**src/design/lzwtcd_ram.sv**
```systemverilog
`timescale 1ns / 1ps

module lzwtcd_ram #(
  parameter int WIDTH = 8,
  parameter int DEPTH = 256
) (
  input  logic                     clk,
  input  logic                     we,
  input  logic [$clog2(DEPTH)-1:0] waddr,
  input  logic [WIDTH-1:0]         wdata,
  input  logic                     re,
  input  logic [$clog2(DEPTH)-1:0] raddr,
  output logic [WIDTH-1:0]         rdata
);

  logic [WIDTH-1:0] mem_r [DEPTH];

  always_ff @(posedge clk) begin
    if (we) begin
      mem_r[waddr] <= wdata;
    end
    if (re) begin
      rdata <= mem_r[raddr];
    end
  end

endmodule

```
**config.mk**
```make
export PLATFORM = sky130hd
export DESIGN_NAME = lzwtcd_ram
export DESIGN_NICKNAME = d
export VERILOG_FILES = /design/src/design/lzwtcd_ram.sv
export SDC_FILE = /design/constraint.sdc
export NUM_CORES = 2
export LEC_CHECK = 0
export ABC_AREA = 0
export BUFFER_PORTS_ARGS = -buffer_cell sky130_fd_sc_hd__buf_4
export CORE_MARGIN = 2
export CORE_UTILIZATION = 45
export DETAILED_ROUTE_END_ITERATION = 16
export MAX_ROUTING_LAYER = met4
export PLACE_DENSITY = 0.67
export SETUP_SLACK_MARGIN = 0.5
export SYNTH_ARGS = -nofsm -noshare
export SYNTH_HDL_FRONTEND = slang
export SYNTH_SLANG_ARGS = --single-unit
```
**constraint.sdc**
```tcl
create_clock -name clk -period 2.9 [get_ports clk]
set_input_delay 0.145 -clock clk [delete_from_list [all_inputs] [get_ports clk]]
set_output_delay 0.145 -clock clk [all_outputs]
set_load 0.005 [all_outputs]
```
==> Word-level counts from Yosys, hierarchy flattened <==
Memories as Yosys holds them, arrays and structs flattened. A register that Yosys moved wholly into a read port is not among the register bits.
Cells that the tools add are included.
{ "word_totals": {"reg_bits": 0, "latch_bits": 0, "mem_bits_rw": 2048, "romBits": 0, "out_inout_bits": 8, "wordCells": 3, "n_memories": 1} }
{ "op_classes": {"add_sub_neg": 0, "multipliers": 0, "div": 0, "n_lt_le_gt_ge": 0, "eq_ne": 0, "n_shift": 0, "mux": 2, "bitwise": 0, "reduce_logical": 0} }
{ "mem_list": {"columns": ["name", "depth", "width", "read_ports", "rd_clocked_by_memory_dff", "write_ports", "line_no", "rtl"], "rows": [
  ["mem_r", 256, 8, 1, 1, 1, "16", "logic [WIDTH-1:0] mem_r [DEPTH];"]
]} }
{ "op_table": {"columns": ["cell", "count"], "rows": [
  ["$mux W1", 2]
]} }

==> Longest topological paths before layout <==
{ "logic_depth": {"word_depth": 2, "ltp_mapped": 11} }

==> Least setup slack after synthesis <==
No wires, ideal clock.
{ "synth_timing": {"kind": "input to register", "startpoint": "input port raddr[0]", "endpoint": "register rdata[2], read port of mem_r, data pin", "setup_time_ns": 0.269, "arrival_ns": 1.952, "slack_ns": 0.679, "stages": 9, "cell_sequence": "buf_6 -> buf_12 -> buf_8 -> buf_2 -> mux4_2 -> a22oi_1 -> a21oi_1 -> nor4_1 -> nor4_2"} }
{ "synth_rtl": {"columns": ["item", "line_no", "rtl"], "rows": [
  ["start: declaration", "12", "input logic [$clog2(DEPTH)-1:0] raddr,"],
  ["end: declaration", "13", "output logic [WIDTH-1:0] rdata"]
]} }

==> flow_metrics.py <==
metrics = {
    "run_status": {
        "status": "completed",
    },
    "timing": {
        "period_minus_slack_ns": 2.50,
        "max_freq_mhz": 400,
        "period_share_pct": 86.2,
        "maxSlewViolCount": 0,
        "finClkSkew_ns": 0.0568,
        "hold_viol_final": 0,
        "rsz0062_at_grt": "yes",
        "tns_ns": 0,
        "slew_headroom_pct": 41.8,
        "whs_ns": 0.229,
        "worstMarginPinSlew_ns": 0.869,
        "setup_viol": 0,
    },
    "drt": {
        "vias": 40800,
        "drt-wirelength-per-cell_microns": 29.3,
        "drc": 0,
        "drt-initial-drc-count": 5173,
        "drt_pass1_iterations": 5,
        "vias_per_cell": 5.98,
        "wl_microns": 200000,
        "ant_nets": 0,
    },
    "setup_path": {
        "cp_cell_sequence": "mux4_2, a22o_1, a221oi_2, buf_4, o221ai_2, a211oi_2, buf_4, nor4_2",
        "crit_fanout": 1,
        "crit_top_cell": "buf_4",
        "end_kind": "flip-flop",
        "crit_type": "reg2reg",
        "worstPathRequired_ns": 3.47,
        "critPathArrivalTime_ns": 3.07,
        "critPathMaxStageDelay_ns": 0.49,
        "cp_slowest_cell": "mux4_2",
        "start_kind": "flip-flop",
    },
    "final_layout": {
        "seq_area_sq_mm": 0.0617,
        "finalNonFillerCells": 6824,
        "final_util_pct": 53.0,
        "layout.nets": 4340,
        "fillCellCount": 13300,
        "multi_input_area_sq_mm": 0.0167,
        "synthToLayoutAreaGrowth_pct": 17.1,
        "final_layout_size_suffix_gt1_share_pct": 30.7,
        "fin_area_sq_mm": 0.0933,
    },
    "placed_design": {
        "routabilityCongestion": 0.907,
        "place_hpwl_microns": 129000,
        "place_area_sq_mm": 0.0863,
        "dp.cells": 6430,
        "port_buffers": 34,
    },
    "power_and_ir_drop": {
        "p_leak_nw": 29.9,
        "cellPowerDensity_mw_per_mm2": 666,
        "p_int_mw": 49.0,
        "power_frac_seq_pct": 52.8,
        "ir_drop_mv": 0.480,
        "p_comb_share_pct": 5.3,
        "switchingPower_mw": 13.1,
        "switching_share_pct": 21.2,
        "pwr-share-clk_pct": 41.8,
    },
    "floorplan": {
        "dieWidth_microns": 425,
        "ios": 35,
        "die_area_sq_mm": 0.180,
        "die_height_microns": 425,
        "start_util_pct": 45.3,
        "fp.coreArea_sq_mm": 0.176,
        "placementRows": 154,
    },
    "hold_path": {
        "min_path_type": "in2reg",
    },
    "yosys": {
        "synth_flop_cell": "edfxtp_1",
        "synth_cell_type_count": 54,
        "synthTopCellsByArea": "edfxtp_1, mux4_2, mux2i_1",
        "synthArstFlopShare_pct": 0,
        "synth_nets": 3760,
        "ys_ff_latch": 2056,
        "synth_edf_count": 2056,
        "yosys.area.top_type_share_pct": 77.5,
        "yosys.area.top_type": "edfxtp_1",
        "ys_seq_area_share_pct": 77.5,
        "synth_area_sq_mm": 0.0796,
        "syn_avg_cell_area_sq_um": 21.3,
        "ys_warn_count": 0,
        "syn-instance-count": 3733,
    },
    "cts": {
        "cts_buffers": 201,
        "cts.htree.levels": 4,
        "clockBufferDepth": 3,
        "clock_latency_ns": 0.83,
        "cts_sinks": 2056,
        "cts_tree": "done",
        "cts_setup_buffers": 0,
        "clkTransAtPathRegs_ns": 0.06,
        "cts_root_buffer": "clkbuf_16",
    },
    "global_route": {
        "grt_max_degree": 96,
        "grt_pass1_vias": 40500,
        "grt_use_total_pct": 22.9,
        "grt-ovfl-total": 0,
        "grt_pass1_wl_microns": 288000,
        "antenna_found_initial": 6,
    },
    "job": {
        "max-cap-violations": 0,
    },
}
[cells in the mapped netlist, types with 3 or more instances]
master and count:
buf_6 21, a22o_1 8, o32ai_1 4, nor3_1 22, a221oi_1 13, a21oi_1 96
nor2b_1 31, buf_2 31, nand2b_1 8, o211ai_1 10, nor4_2 3, o22ai_1 28
buf_8 13, o21ai_0 10, or2_2 4, buf_12 8, nor4_1 24, buf_4 27
nand4_1 10, clkbuf_1 111, o22a_1 5, mux2i_1 134, nand3_1 34, and2_1 6
buf_1 22, nand2_1 33, a22oi_1 133, nor2_1 282, a211oi_1 16, o221ai_1 46
edfxtp_1 2056, mux4_2 454
[per-layer routing]
layer | GRT usage, % | vias to the layer above | share of wire, %
li1 | - | 16900 | -
met1 | 31.0 | 21400 | 39
met2 | 35.2 | 2102 | 48
met3 | 4.49 | 376 | 9.7
met4 | 7.03 | 0 | 3.4
met5 | - | - | 0
[power groups by stage]
stage	Sequential (mW)	Clock [mW]	Combinational, mW
floorplan	33.4	0	1.59
global placement	33.5	0	3.19
detailed placement	33.5	0	3.24
CTS	32.8	26.3	3.29
global route	32.8	27.5	3.47
finish	32.8	26.0	3.30
[kinds of logic (layout without fill, tap and decap cells)]
group | after synthesis | after routing | synth area share [%]
other | 0 | 4 | 0
AO/OA/AOI/OAI | 385 | 385 | 3.42
AND/OR/NAND/NOR | 466 | 466 | 2.63
flip-flops | 2056 | 2056 | 77.5
buffers and inverters | 235 | 982 | 1.83
multiplexers | 591 | 591 | 14.6
[path summary, 6_finish.rpt]
kind	start	slack, ns	cells after the start	to
max	mem_r[18][5]$_DFFE_PP_	0.40	8	rdata[5]$_DFFE_PP_
min	re	0.23	2	rdata[5]$_DFFE_PP_
max reg2reg	mem_r[18][5]$_DFFE_PP_	0.40	8	rdata[5]$_DFFE_PP_
min reg2reg	mem_r[146][3]$_DFFE_PP_	1.17	5	rdata[3]$_DFFE_PP_
[state kept, by name, indices dropped and copies added, names as in the netlist]
| signal | flops |
|---|---|
| rdata | 8 |
| mem_r | 2048 |
[layout by cell type (no fill, tap or decap), drive strengths merged, types with 16 or more instances in the layout]
cell,n
a211oi,16
bufinv,24
nand2,33
o221ai,47
buf,585
a21oi,96
o22ai,28
mux2i,134
dlygate4sd3,20
a22oi,133
mux4,456
edfxtp,2056
nor2,282
clkinv,97
nor4,27
nor2b,31
nand3,34
nor3,22
clkbuf,241
[per-stage QoR]
| step | power (mW) | worst slack (ns) |
|---|---|---|
| 5_1_grt | 63.7 | 0.366 |
| 3_5_place_dp | 36.7 | -0.524 |
| 6_report | 62.1 | 0.400 |
| 3_3_place_gp | 36.6 | -0.541 |
| 2_1_floorplan | 35.0 | 0.679 |
| 4_1_cts | 62.4 | 0.364 |
[critical path, delay by kind of cell, from the launching register on]
kind | cells | cell delay (ns)
AO/OA/AOI/OAI | 4 | 0.95
multiplexers | 1 | 0.49
flip-flops | 1 | 0.37
buffers and inverters | 2 | 0.38
AND/OR/NAND/NOR | 1 | 0.04
[area by class of cell]
cell class	count	area share [%]
timing repair buffer	610	5.76
multi-input combinational	1442	17.9
sequential	2056	66.2
inverter	2	0.00805
tap	2340	3.14
clock inverter	134	1.46
clock buffer	236	5.56
antenna	4	0.0107
[repair_timing]
action | CTS | global route
gates resized for setup | 14 | 19
pin swaps | 4 | 9
hold endpoints to repair | 699 | 0
endpoints found under the setup margin | 6 | 8
hold buffers | 20 | 0
Power figures use the tool's default switching activity.
